File: src/hdl/i2c_master_write_sequencer_defines.svh
`ifndef I2C_MASTER_WRITE_SEQUENCER_DEFINES_SVH
`define I2C_MASTER_WRITE_SEQUENCER_DEFINES_SVH

// Same-cycle implication, clocked on clk_i, off while rst_ni is low
`define I2CMWS_ASSERT_IMPL(lbl, ante, cons) \
  lbl: assert property (@(posedge clk_i) disable iff (!rst_ni) (ante) |-> (cons)) \
    else $error("i2cmws check failed");

// Next-cycle implication
`define I2CMWS_ASSERT_NEXT(lbl, ante, cons) \
  lbl: assert property (@(posedge clk_i) disable iff (!rst_ni) (ante) |=> (cons)) \
    else $error("i2cmws check failed");

`endif

File: src/hdl/i2cmws_pkg.sv
`default_nettype none
package i2cmws_pkg;

  localparam logic [2:0] OP_INIT   = 3'd0;
  localparam logic [2:0] OP_START  = 3'd1;
  localparam logic [2:0] OP_STOP   = 3'd2;
  localparam logic [2:0] OP_WRITE  = 3'd3;
  localparam logic [2:0] OP_SAMPLE = 3'd4;

  localparam logic [1:0] STATUS_NONE    = 2'd0;
  localparam logic [1:0] STATUS_ACK     = 2'd1;
  localparam logic [1:0] STATUS_TIMEOUT = 2'd2;
  localparam logic [1:0] STATUS_BUSY    = 2'd3;

  localparam int unsigned LimitW = 20;
  localparam logic [LimitW-1:0] LIMIT_RESET = 20'd100000;
  localparam logic REG_LIMIT = 1'b0;

  localparam logic [4:0] LEN_INIT  = 5'd11;
  localparam logic [4:0] LEN_START = 5'd4;
  localparam logic [4:0] LEN_STOP  = 5'd3;
  localparam logic [4:0] LEN_WRITE = 5'd26;
  localparam logic [4:0] LEN_BUSY  = 5'd1;
  localparam logic [4:0] LEN_END   = 5'd2;
  localparam logic [4:0] STEP_RELEASE = 5'd24;
  localparam logic [4:0] STEP_ACK_CLK = 5'd25;

  typedef enum logic [2:0] {
    KIND_INIT,
    KIND_START,
    KIND_STOP,
    KIND_WRITE,
    KIND_BUSY,
    KIND_END_ACK,
    KIND_END_TMO
  } kind_e;

  typedef enum logic [3:0] {
    ACT_SCL_OE,
    ACT_SDA_OE,
    ACT_SCL_LO,
    ACT_SCL_HI,
    ACT_SDA_LO,
    ACT_SDA_HI,
    ACT_SDA_BIT,
    ACT_SDA_REL,
    ACT_HOLD
  } action_e;

  typedef struct packed {
    kind_e      kind;
    logic [7:0] data;
  } cmd_t;

  typedef struct packed {
    logic scl_level;
    logic sda_level;
    logic scl_drive;
    logic sda_drive;
  } pins_t;

  function automatic action_e step_action(kind_e kind, logic [4:0] step, logic [1:0] phase);
    action_e act;
    act = ACT_HOLD;
    unique case (kind)
      KIND_INIT: begin
        unique case (step)
          5'd0:    act = ACT_SCL_OE;
          5'd1:    act = ACT_SDA_OE;
          5'd2:    act = ACT_SCL_HI;
          5'd3:    act = ACT_SDA_HI;
          5'd4:    act = ACT_SDA_HI;
          5'd5:    act = ACT_SCL_HI;
          5'd6:    act = ACT_SDA_LO;
          5'd7:    act = ACT_SCL_LO;
          5'd8:    act = ACT_SDA_LO;
          5'd9:    act = ACT_SCL_HI;
          5'd10:   act = ACT_SDA_HI;
          default: act = ACT_HOLD;
        endcase
      end
      KIND_START: begin
        unique case (step)
          5'd0:    act = ACT_SDA_HI;
          5'd1:    act = ACT_SCL_HI;
          5'd2:    act = ACT_SDA_LO;
          5'd3:    act = ACT_SCL_LO;
          default: act = ACT_HOLD;
        endcase
      end
      KIND_STOP: begin
        unique case (step)
          5'd0:    act = ACT_SDA_LO;
          5'd1:    act = ACT_SCL_HI;
          5'd2:    act = ACT_SDA_HI;
          default: act = ACT_HOLD;
        endcase
      end
      KIND_WRITE: begin
        priority if (step == STEP_RELEASE) act = ACT_SDA_REL;
        else if (step == STEP_ACK_CLK) act = ACT_SCL_HI;
        else if (phase == 2'd0) act = ACT_SDA_BIT;
        else if (phase == 2'd1) act = ACT_SCL_HI;
        else act = ACT_SCL_LO;
      end
      KIND_BUSY: act = ACT_HOLD;
      KIND_END_ACK, KIND_END_TMO: begin
        act = (step == 5'd0) ? ACT_SCL_LO : ACT_SDA_OE;
      end
      default: act = ACT_HOLD;
    endcase
    return act;
  endfunction

  function automatic logic [4:0] run_len(kind_e kind);
    logic [4:0] len;
    len = LEN_BUSY;
    unique case (kind)
      KIND_INIT:                  len = LEN_INIT;
      KIND_START:                 len = LEN_START;
      KIND_STOP:                  len = LEN_STOP;
      KIND_WRITE:                 len = LEN_WRITE;
      KIND_END_ACK, KIND_END_TMO: len = LEN_END;
      default:                    len = LEN_BUSY;
    endcase
    return len;
  endfunction

  function automatic logic [1:0] run_status(kind_e kind);
    logic [1:0] st;
    st = STATUS_NONE;
    unique case (kind)
      KIND_BUSY:    st = STATUS_BUSY;
      KIND_END_ACK: st = STATUS_ACK;
      KIND_END_TMO: st = STATUS_TIMEOUT;
      default:      st = STATUS_NONE;
    endcase
    return st;
  endfunction

endpackage
`default_nettype wire

File: src/hdl/i2c_master_write_sequencer.sv
// Channel   Dir  Handshake              Payload
// s_axis    in   tvalid/tready          tdata: opcode, data_byte, sda_in
// m_axis    out  tvalid/tready, tlast   tdata: scl/sda level, scl/sda drive, status
// apb       in   psel/penable, pready   ack_timeout_limit at byte address 0
//
// One result per clock from the back sequencer while m_axis is ready; each command gives
// a run of results ending in tlast. Samples that end nothing give no result.
// Commands queue ahead of the sequencer, so input is taken while results drain.
// Reset: all pins released and low, limit at 100000, no acknowledge wait.
// m_axis stall holds the sequencer; s_axis stalls only when the queue is full.
`default_nettype none
`include "i2c_master_write_sequencer_defines.svh"
module i2c_master_write_sequencer #(
  parameter int unsigned QUEUE_DEPTH = 2
) (
  input  wire logic        clk_i,
  input  wire logic        rst_ni,
  input  wire logic        s_axis_tvalid,
  output logic             s_axis_tready,
  input  wire logic [15:0] s_axis_tdata,   // [2:0] opcode, [10:3] data_byte, [11] sda_in
  output logic             m_axis_tvalid,
  input  wire logic        m_axis_tready,
  output logic [7:0]       m_axis_tdata,   // [0] scl_level, [1] sda_level, [2] scl_drive,
                                           // [3] sda_drive, [5:4] status
  output logic             m_axis_tlast,
  input  wire logic        psel,
  input  wire logic        penable,
  input  wire logic        pwrite,
  input  wire logic [2:0]  paddr,
  input  wire logic [31:0] pwdata,
  output logic [31:0]      prdata,
  output logic             pready
);
  import i2cmws_pkg::*;

  logic [LimitW-1:0] limit_q;
  logic              s_accept;
  logic              push, pop, q_empty, q_full;
  cmd_t              push_cmd, head;
  pins_t             out_pins;
  logic [1:0]        out_status;

  // bits [1:0] of paddr are ignored; paddr[2] selects the register
  assign pready = 1'b1;
  assign prdata = (paddr[2] == REG_LIMIT) ? {{(32 - LimitW){1'b0}}, limit_q} : '0;

  always_ff @(posedge clk_i or negedge rst_ni) begin
    if (!rst_ni) begin
      limit_q <= LIMIT_RESET;
    end else if (psel && penable && pwrite && pready && (paddr[2] == REG_LIMIT)) begin
      limit_q <= pwdata[LimitW-1:0];
    end
  end

  assign s_axis_tready = !q_full;
  assign s_accept      = s_axis_tvalid && s_axis_tready;

  i2cmws_front u_front (
    .clk_i       (clk_i),
    .rst_ni      (rst_ni),
    .accept_i    (s_accept),
    .opcode_i    (s_axis_tdata[2:0]),
    .data_byte_i (s_axis_tdata[10:3]),
    .sda_in_i    (s_axis_tdata[11]),
    .limit_i     (limit_q),
    .push_o      (push),
    .cmd_o       (push_cmd)
  );

  i2cmws_queue #(
    .Depth (QUEUE_DEPTH)
  ) u_queue (
    .clk_i      (clk_i),
    .rst_ni     (rst_ni),
    .push_i     (push),
    .push_cmd_i (push_cmd),
    .pop_i      (pop),
    .head_o     (head),
    .empty_o    (q_empty),
    .full_o     (q_full)
  );

  i2cmws_back u_back (
    .clk_i        (clk_i),
    .rst_ni       (rst_ni),
    .head_valid_i (!q_empty),
    .head_i       (head),
    .pop_o        (pop),
    .out_valid_o  (m_axis_tvalid),
    .out_ready_i  (m_axis_tready),
    .out_pins_o   (out_pins),
    .out_status_o (out_status),
    .out_last_o   (m_axis_tlast)
  );

  assign m_axis_tdata = {2'b00, out_status, out_pins.sda_drive, out_pins.scl_drive,
                         out_pins.sda_level, out_pins.scl_level};

  `I2CMWS_ASSERT_IMPL(a_push_not_full, push, !q_full)
  `I2CMWS_ASSERT_NEXT(a_push_fills, push, !q_empty)
  `I2CMWS_ASSERT_IMPL(a_busy_single, m_axis_tvalid && (out_status == STATUS_BUSY), m_axis_tlast)
  `I2CMWS_ASSERT_IMPL(a_end_redrives,
      m_axis_tvalid && m_axis_tlast && (out_status == STATUS_ACK || out_status == STATUS_TIMEOUT),
      out_pins.sda_drive && !out_pins.scl_level)

endmodule
`default_nettype wire

File: src/hdl/i2cmws_front.sv
`default_nettype none
module i2cmws_front (
  input  wire logic                          clk_i,
  input  wire logic                          rst_ni,
  input  wire logic                          accept_i,
  input  wire logic [2:0]                    opcode_i,
  input  wire logic [7:0]                    data_byte_i,
  input  wire logic                          sda_in_i,
  input  wire logic [i2cmws_pkg::LimitW-1:0] limit_i,
  output logic                               push_o,
  output i2cmws_pkg::cmd_t                   cmd_o
);
  import i2cmws_pkg::*;

  logic              waiting_q, waiting_d;
  logic [LimitW-1:0] count_q, count_d;
  logic [LimitW-1:0] count_inc;

  assign count_inc = count_q + LimitW'(1);

  // Acknowledge tracking lives here so later items classify without waiting on the pins
  always_comb begin
    waiting_d     = waiting_q;
    count_d       = count_q;
    push_o        = 1'b0;
    cmd_o.kind    = KIND_BUSY;
    cmd_o.data    = data_byte_i;
    if (accept_i) begin
      priority if (opcode_i > OP_SAMPLE) begin
        push_o = 1'b0;
      end else if (waiting_q) begin
        priority if (opcode_i != OP_SAMPLE) begin
          push_o     = 1'b1;
          cmd_o.kind = KIND_BUSY;
        end else if (!sda_in_i) begin
          push_o     = 1'b1;
          cmd_o.kind = KIND_END_ACK;
          waiting_d  = 1'b0;
        end else begin
          count_d = count_inc;
          if (count_inc >= limit_i) begin
            push_o     = 1'b1;
            cmd_o.kind = KIND_END_TMO;
            waiting_d  = 1'b0;
          end
        end
      end else begin
        unique case (opcode_i)
          OP_INIT: begin
            push_o     = 1'b1;
            cmd_o.kind = KIND_INIT;
          end
          OP_START: begin
            push_o     = 1'b1;
            cmd_o.kind = KIND_START;
          end
          OP_STOP: begin
            push_o     = 1'b1;
            cmd_o.kind = KIND_STOP;
          end
          OP_WRITE: begin
            push_o     = 1'b1;
            cmd_o.kind = KIND_WRITE;
            waiting_d  = 1'b1;
            count_d    = '0;
          end
          default: push_o = 1'b0;
        endcase
      end
    end
  end

  always_ff @(posedge clk_i or negedge rst_ni) begin
    if (!rst_ni) begin
      waiting_q <= 1'b0;
      count_q   <= '0;
    end else begin
      waiting_q <= waiting_d;
      count_q   <= count_d;
    end
  end

endmodule
`default_nettype wire

File: src/hdl/i2cmws_queue.sv
`default_nettype none
module i2cmws_queue #(
  parameter int unsigned Depth = 2
) (
  input  wire logic             clk_i,
  input  wire logic             rst_ni,
  input  wire logic             push_i,
  input  wire i2cmws_pkg::cmd_t push_cmd_i,
  input  wire logic             pop_i,
  output i2cmws_pkg::cmd_t      head_o,
  output logic                  empty_o,
  output logic                  full_o
);
  import i2cmws_pkg::*;

  localparam int unsigned PtrW = (Depth > 1) ? $clog2(Depth) : 1;
  localparam int unsigned CntW = $clog2(Depth + 1);
  localparam logic [PtrW-1:0] PtrLast = PtrW'(Depth - 1);
  localparam logic [CntW-1:0] CntFull = CntW'(Depth);

  cmd_t            entry_q [Depth];
  logic [PtrW-1:0] wr_ptr_q, wr_ptr_d;
  logic [PtrW-1:0] rd_ptr_q, rd_ptr_d;
  logic [CntW-1:0] count_q, count_d;
  logic            do_push, do_pop;

  assign empty_o = (count_q == '0);
  assign full_o  = (count_q == CntFull);
  assign head_o  = entry_q[rd_ptr_q];
  assign do_push = push_i && !full_o;
  assign do_pop  = pop_i && !empty_o;

  always_comb begin
    wr_ptr_d = wr_ptr_q;
    rd_ptr_d = rd_ptr_q;
    count_d  = count_q;
    if (do_push) wr_ptr_d = (wr_ptr_q == PtrLast) ? '0 : wr_ptr_q + PtrW'(1);
    if (do_pop)  rd_ptr_d = (rd_ptr_q == PtrLast) ? '0 : rd_ptr_q + PtrW'(1);
    if (do_push && !do_pop) count_d = count_q + CntW'(1);
    else if (do_pop && !do_push) count_d = count_q - CntW'(1);
  end

  always_ff @(posedge clk_i or negedge rst_ni) begin
    if (!rst_ni) begin
      wr_ptr_q <= '0;
      rd_ptr_q <= '0;
      count_q  <= '0;
    end else begin
      wr_ptr_q <= wr_ptr_d;
      rd_ptr_q <= rd_ptr_d;
      count_q  <= count_d;
    end
  end

  always_ff @(posedge clk_i) begin
    if (do_push) entry_q[wr_ptr_q] <= push_cmd_i;
  end

endmodule
`default_nettype wire

File: src/hdl/i2cmws_back.sv
`default_nettype none
module i2cmws_back (
  input  wire logic             clk_i,
  input  wire logic             rst_ni,
  input  wire logic             head_valid_i,
  input  wire i2cmws_pkg::cmd_t head_i,
  output logic                  pop_o,
  output logic                  out_valid_o,
  input  wire logic             out_ready_i,
  output i2cmws_pkg::pins_t     out_pins_o,
  output logic [1:0]            out_status_o,
  output logic                  out_last_o
);
  import i2cmws_pkg::*;

  logic       out_valid_q, out_valid_d;
  pins_t      pins_q, pins_d;
  logic [1:0] status_q;
  logic       last_q;
  logic [4:0] step_q, step_d;
  logic [1:0] phase_q, phase_d;
  logic [2:0] bit_q, bit_d;
  logic       slot_free, fire, run_end;
  action_e    act;

  assign slot_free = !out_valid_q || out_ready_i;
  assign fire      = head_valid_i && slot_free;
  assign act       = step_action(head_i.kind, step_q, phase_q);
  assign run_end   = (step_q == run_len(head_i.kind) - 5'd1);
  assign pop_o     = fire && run_end;

  always_comb begin
    pins_d = pins_q;
    unique case (act)
      ACT_SCL_OE:  pins_d.scl_drive = 1'b1;
      ACT_SDA_OE:  pins_d.sda_drive = 1'b1;
      ACT_SCL_LO:  pins_d.scl_level = 1'b0;
      ACT_SCL_HI:  pins_d.scl_level = 1'b1;
      ACT_SDA_LO:  pins_d.sda_level = 1'b0;
      ACT_SDA_HI:  pins_d.sda_level = 1'b1;
      ACT_SDA_BIT: pins_d.sda_level = head_i.data[~bit_q]; // msb first
      ACT_SDA_REL: pins_d.sda_drive = 1'b0;
      default:     pins_d = pins_q;
    endcase
  end

  always_comb begin
    out_valid_d = out_valid_q;
    step_d      = step_q;
    phase_d     = phase_q;
    bit_d       = bit_q;
    if (slot_free) out_valid_d = fire;
    if (fire) begin
      if (run_end) begin
        step_d  = '0;
        phase_d = '0;
        bit_d   = '0;
      end else begin
        step_d  = step_q + 5'd1;
        phase_d = (phase_q == 2'd2) ? 2'd0 : phase_q + 2'd1;
        bit_d   = (phase_q == 2'd2) ? bit_q + 3'd1 : bit_q;
      end
    end
  end

  always_ff @(posedge clk_i or negedge rst_ni) begin
    if (!rst_ni) begin
      out_valid_q <= 1'b0;
      pins_q      <= '0;
      step_q      <= '0;
      phase_q     <= '0;
      bit_q       <= '0;
    end else begin
      out_valid_q <= out_valid_d;
      step_q      <= step_d;
      phase_q     <= phase_d;
      bit_q       <= bit_d;
      if (fire) pins_q <= pins_d;
    end
  end

  always_ff @(posedge clk_i) begin
    if (fire) begin
      status_q <= run_status(head_i.kind);
      last_q   <= run_end;
    end
  end

  assign out_valid_o  = out_valid_q;
  assign out_pins_o   = pins_q;
  assign out_status_o = status_q;
  assign out_last_o   = last_q;

endmodule
`default_nettype wire
File: config.mk
export PLATFORM = sky130hd
export DESIGN_NAME = i2c_master_write_sequencer
export DESIGN_NICKNAME = d
export VERILOG_FILES = /design/src/hdl/i2cmws_pkg.sv /design/src/hdl/i2c_master_write_sequencer.sv /design/src/hdl/i2cmws_front.sv /design/src/hdl/i2cmws_queue.sv /design/src/hdl/i2cmws_back.sv
export VERILOG_INCLUDE_DIRS = /design/src /design/src/hdl
export SDC_FILE = /design/constraint.sdc
export NUM_CORES = 1
export LEC_CHECK = 0
export BUFFER_PORTS_ARGS = -buffer_cell sky130_fd_sc_hd__buf_2
export CORE_MARGIN = 5
export CORE_UTILIZATION = 35
export DETAILED_ROUTE_END_ITERATION = 16
export PLACE_DENSITY = 0.61
export SYNTH_ARGS = -nofsm -noshare
export SYNTH_HDL_FRONTEND = slang
export SYNTH_HIERARCHICAL = 1
export SYNTH_SLANG_ARGS = --single-unit
File: constraint.sdc
create_clock -name clk_i -period 7.3 [get_ports clk_i]
set_input_delay 2.19 -clock clk_i [delete_from_list [all_inputs] [get_ports clk_i]]
set_output_delay 2.19 -clock clk_i [all_outputs]
set_load 0.02 [all_outputs]
# After elaboration in Yosys (flattened, before gate mapping)
# Memories as Yosys holds them, arrays and structs flattened.
# Cells that the tools add are included.
totals:
  wordCells: 149
  mem_count: 2
  ramBits: 22
  reg_bits: 63
  rom_bits: 64
  input_bits: 58
  latchBits: 0
  out_inout_bits: 44
mem_list:
  columns: ["memory", "words", "word_bits", "read_ports", "rd_ports_with_merged_regs", "write_ports", "line", "text"]
  rows:
  - ["(name not given)", 16, 4, 1, 0, 0, "i2cmws_pkg.sv:67", "unique case (step)"]
  - ["u_queue.entry_q", 2, 11, 1, 0, 1, "i2cmws_queue.sv:21", "cmd_t entry_q [Depth];"]
op_classes:
  bitwise_logic: 3
  reduce_logical: 37
  add_sub_neg: 9
  div_mod_pow: 0
  mul: 0
  n_lt_le_gt_ge: 3
  shift: 0
  n_mux: 51
  eq_ne: 28
op_table:
  columns: ["cell", "count"]
  rows:
  - ["20-bit 2-to-1 mux", 5]
  - ["5-bit case mux with 5 select lines", 1]
  - ["3-bit 2-to-1 mux", 7]
  - ["20-bit by 1-bit adder with 20-bit output, second input constant", 1]
  - ["20-bit greater-or-equal comparator", 1]
  - ["4-bit case mux with 5 select lines", 1]
  - ["1-bit 2-to-1 mux", 18]
  - ["4-bit by 3-bit == test with 1-bit output, second input constant", 4]
  - ["4-bit 2-to-1 mux", 4]
  - ["4-bit case mux with 4 select lines", 1]
  - ["3-bit by 2-bit == test with 1-bit output, second input constant", 4]
  - ["2-bit 2-to-1 mux", 6]
  - ["3-bit case mux with 4 select lines", 1]
  - ["4-bit case mux with 3 select lines", 1]
  - ["2-bit AND reduction", 6]
  - ["5-bit by 2-bit == test with 1-bit output, second input constant", 2]
  - ["5-bit == test, second input constant", 2]
  - ["1-bit logical AND", 10]
  - ["2-bit nonzero test", 5]
  - ["3-bit == test, second input constant", 3]
  - ["4-bit by 2-bit == test with 1-bit output, second input constant", 2]
  - ["3-bit by 1-bit == test with 1-bit output, second input constant", 2]
  - ["3-bit logical NOT", 2]
  - ["2-bit case mux with 3 select lines", 1]
  - ["30 further kinds", 41]

# Depth between registers and ports, before layout
depth:
  ltp_word: 13
  depth_mapped: 17
  depth_no_buf: 17

# Hierarchy
# Netlist, hierarchy kept.
modules_own_cells:
  columns: ["module", "cells_each", "area_per_inst_um2", "seq_area_each_um2", "n_inst"]
  rows:
  - ["i2cmws_front", 247, 1984.4, 525.5, 1]
  - ["i2cmws_back", 158, 1514.0, 465.4, 1]
  - ["i2c_master_write_sequencer", 85, 1121.1, 508.0, 1]
  - ["i2cmws_queue", 53, 1002.2, 760.7, 1]

# Least setup slack after synthesis
# No wires, ideal clock.
synth_path:
  kind: "in2out"
  startpoint: "input paddr[2]"
  endpoint: "output prdata[0]"
  arrival_time_ns: 2.703
  slack_ns: 2.407
  required_ns: 5.110
  path_buffers: 1
  path_stages: 2
  cell_sequence: "clkbuf_1 -> nor2b_1"
synth_via:
  elab_chain_cells: 1
synth_rtl:
  columns: ["element", "line", "text"]
  rows:
  - ["start: declaration", "i2c_master_write_sequencer.sv:29", "input wire logic [2:0] paddr,"]
  - ["20-bit 2-to-1 mux", "i2c_master_write_sequencer.sv:45", "assign prdata = (paddr[2] == REG_LIMIT) ? {{(32 - LimitW){1'b0}}, limit_q} : '0;"]
  - ["end: declaration", "i2c_master_write_sequencer.sv:31", "output logic [31:0] prdata,"]
# No other way between the ends.

# Worst setup path in the final report
layout_path:
  startpoint: "input paddr[2]"
  endpoint: "output prdata[5]"
# Same word-level chain as after synthesis.

==> run metrics <==
skew final=between 6 and 7 ps; DPL Wire Length=8770 um; Post-Syn Area per Cell=between 10 and 15 um2; first-pass GRT wire length=around 20,000 um; Yosys top cell by area=dfrtp_1; share of cells above drive strength 1=22.6%; routed wire length=12,000 um; most frequent cell after synthesis=dfrtp_1; Top Ports=102; Worst Hold Path Cells=1; Switching Share=between 30% and 40%; setup TNS=0 ps; Post-Syn Instances=around 540; Yosys top cell area share=roughly 24%; EDFF count, synth=25; Synth top cells by count=54 x dfrtp_1, 48 x nand2_1, 33 x inv_1; Critical Path Start Type=input pin; crit-path most repeated cell=buf_2; Comb power frac=roughly 42%; row count=between 40 and 50; Max VDD drop=0.000165 V; Die Ht=around 140 um; clock share of power=approximately a fifth; Slew Viols, Final=0; FFs w/ async S/R, synth=around 71%; P&R area growth vs syn=11.5%; CTS tree=done; Clock Root Buffer=clkbuf_16; maximum buffer depth of the clock tree=2; post-layout min period=4930 ps; status=finished, final reports clean; post-synthesis xor/xnor area fraction=between 4 and 5%; register area share after synthesis=around two fifths; critical path, cell by cell=buf_2, nor2b_1, buf_2; Synth Area in Adders=between 6 and 7%; Highest Clock Rate=around 0.20 GHz; final period utilization=67.6%; Fillers=1,548; footprint of the multi-input gates=0.00297 mm2; Starting Density=between 30% and 40%; NumNets Final=about 700; r2r startpoint=u_front/count_q[0]; initial antenna violation count=0; Ys Warns=6; Most used DFF post-synth=dfrtp_1; PortBufs=68; CP Class=input pin to output pin; hold endpoint=u_back/out_pins_o[1]; total grt overflow=0; setup slack, reg-to-reg=around 2800 ps; unrepaired setup endpoints after global routing=false; distinct cell type count after synthesis=83; Worst Max-Slew Pin Slew=between 900 and 1000 ps; Slew headroom=33.2%; slowest CP cell=buf_2; H-Tree Depth=3; clock-pin slew on the worst setup and hold paths=roughly 60 ps; DP Worst Slack=roughly 2400 ps; main combinational cell family by area after synthesis=simple AND/OR/NAND/NOR gates; clk sinks=85; Skew-Pair Late Insertion Delay=about 340 ps; GRT Total Usage=a little over an eighth; Cell Area, Synth=roughly 0.0056 mm2; Seq pwr share=roughly 36%; vias in the first global route=4,176; Sw Pwr=between 800 and 900 uW; Post-CTS Hold Buffers=0; number of post-CTS setup repair buffers=0; multiplexer share of the synthesized area=9.28%; flip-flop and latch area=roughly 0.0023 mm2; die outline width=between 100 and 150 um; first-pass detailed-route iteration total=4; internal power=roughly 1.2 mW; r2r endpoint=u_queue/entry_q[0][3]; DRC Markers=0; post-synthesis simple-gate area fraction=between 10% and 20%; Setup crit end kind=output pin; count of final setup violators=0; Die ar.=0.0187 mm2; register bit total from synthesis=85; vias post-DR=between 4,000 and 5,000; post-cts sizing count=0; total clock buffers created by CTS=9; Critical Path Max Stage Delay=around 290 ps; gpl congestion=0.829; Area contributors post-synth=dfrtp_1 24%, edfxtp_1 13%, ha_1 6.7%; largest net degree at the start of global routing=between 60 and 70; Worst Reg-to-Reg Cells=12; HP Class=register to register; WL/cell=about 15 um; final hold vios=0; Synth Area in Compound Gates=12.1%; crit-path max FO=21; Core Area=0.0158 mm2; ANT cells=0; Leak=between 2 and 3 nW; routed vias/inst=just over 5; critical path data required time=~5100 ps; Worst EP arrival=roughly 2700 ps; setup ws final=2370 ps; Routed Antenna Nets=0; max cap viols=0; PD cells=~330 mW/mm2; Hold Startpoint=u_back/out_pins_o[1]; DR iter-0 viols=around 340
layout make-up:
| cell class | count | area share, % |
|---|---|---|
| inverters | 35 | 2.10 |
| multi-input cells | 391 | 47.3 |
| well taps | 216 | 4.31 |
| clock buffers | 10 | 3.81 |
| repair buffers | 70 | 5.67 |
| flip-flops and latches | 85 | 36.0 |
| clock inverters | 6 | 0.739 |
placed cells by master (no fill, tap or decap), types with 5 or more instances in the layout:
cell type and count:
mux2_1 11, mux2_4 20, nand4b_1 5, dfstp_2 6, xnor2_1 16, inv_1 33, buf_2 68, nand2b_1 12
edfxtp_1 25, o21ai_0 14, ha_1 30, xor2_1 11, clkbuf_16 9, conb_1 15, a21oi_1 14, nor2b_1 30
and3_1 6, a22o_1 5, a31oi_1 7, nand3_1 11, nor3_1 7, nand4_1 8, nor4_1 7, nor2_1 22
nand2_1 48, o21ai_1 8, dfrtp_1 54, o31ai_1 5
worst max-delay path by stage:
| stage | startpoint | to | slack, ps | depth (start not counted) |
|---|---|---|---|---|
| CTS | paddr[2] | prdata[5] | 2350 | 3 |
| global placement | paddr[2] | prdata[9] | 2390 | 3 |
| global route | paddr[2] | prdata[5] | 2310 | 3 |
| finish | paddr[2] | prdata[5] | 2370 | 3 |
| detailed placement | paddr[2] | prdata[5] | 2350 | 3 |
| floorplan | paddr[2] | prdata[0] | 2410 | 2 |
state kept, by name, summed over array words and instances (netlist names):
name / count
u_queue/count_q: 2
u_back/out_last_o: 1
u_back/out_status_o: 2
u_queue/wr_ptr_q: 1
limit_q: 20
u_back/phase_q: 2
u_back/out_valid_o: 1
u_back/out_pins_o: 4
u_back/step_q: 5
u_queue/entry_q: 22
u_front/waiting_q: 1
u_back/bit_q: 3
u_front/count_q: 20
u_queue/rd_ptr_q: 1
layer usage:
layer / up-vias / global-route usage (%) / wire (um)
li1: 2016 / - / -
met1: 1934 / 16.6 / 5340
met2: 132 / 21.6 / 5630
met3: 31 / 3.05 / 674
met4: 0 / 6.83 / 374
met5: - / 0 / 0
kinds of logic (layout without fill, tap and decap cells):
logic type | count (synthesis) | after routing
buffers and inverters | 80 | 121
adder cells (fa/ha/maj) | 30 | 30
AO/OA/AOI/OAI | 96 | 96
flip-flops | 85 | 85
AND/OR/NAND/NOR | 183 | 183
multiplexers | 38 | 38
XOR/XNOR | 29 | 29
other | 2 | 15
through the flow:
step                instances  util (%)  hold slack [ps]  instance area [um2]  power (mW)
floorplan                 556         -              457                 5670        1.43
global placement          797      37.8              462                 5980        1.60
detailed placement        797      37.8              466                 5980        1.63
CTS                       813      39.6              483                 6270        2.09
global route              813      39.6              504                 6270        2.21
finish                    813      39.6              478                 6270        2.07
power groups by stage:
stage | Combinational (mW) | Sequential, mW | Clock (mW)
2_1_floorplan | 0.707 | 0.721 | 0
3_3_place_gp | 0.842 | 0.753 | 0
3_5_place_dp | 0.874 | 0.760 | 0
4_1_cts | 0.879 | 0.752 | 0.455
5_1_grt | 0.966 | 0.772 | 0.474
6_report | 0.876 | 0.752 | 0.440
critical path, delay by kind of cell:
kind / cells / cell delay, ps
simple gates: 1 / 90
buf+inv: 2 / 460
Power figures use the tool's default switching activity.
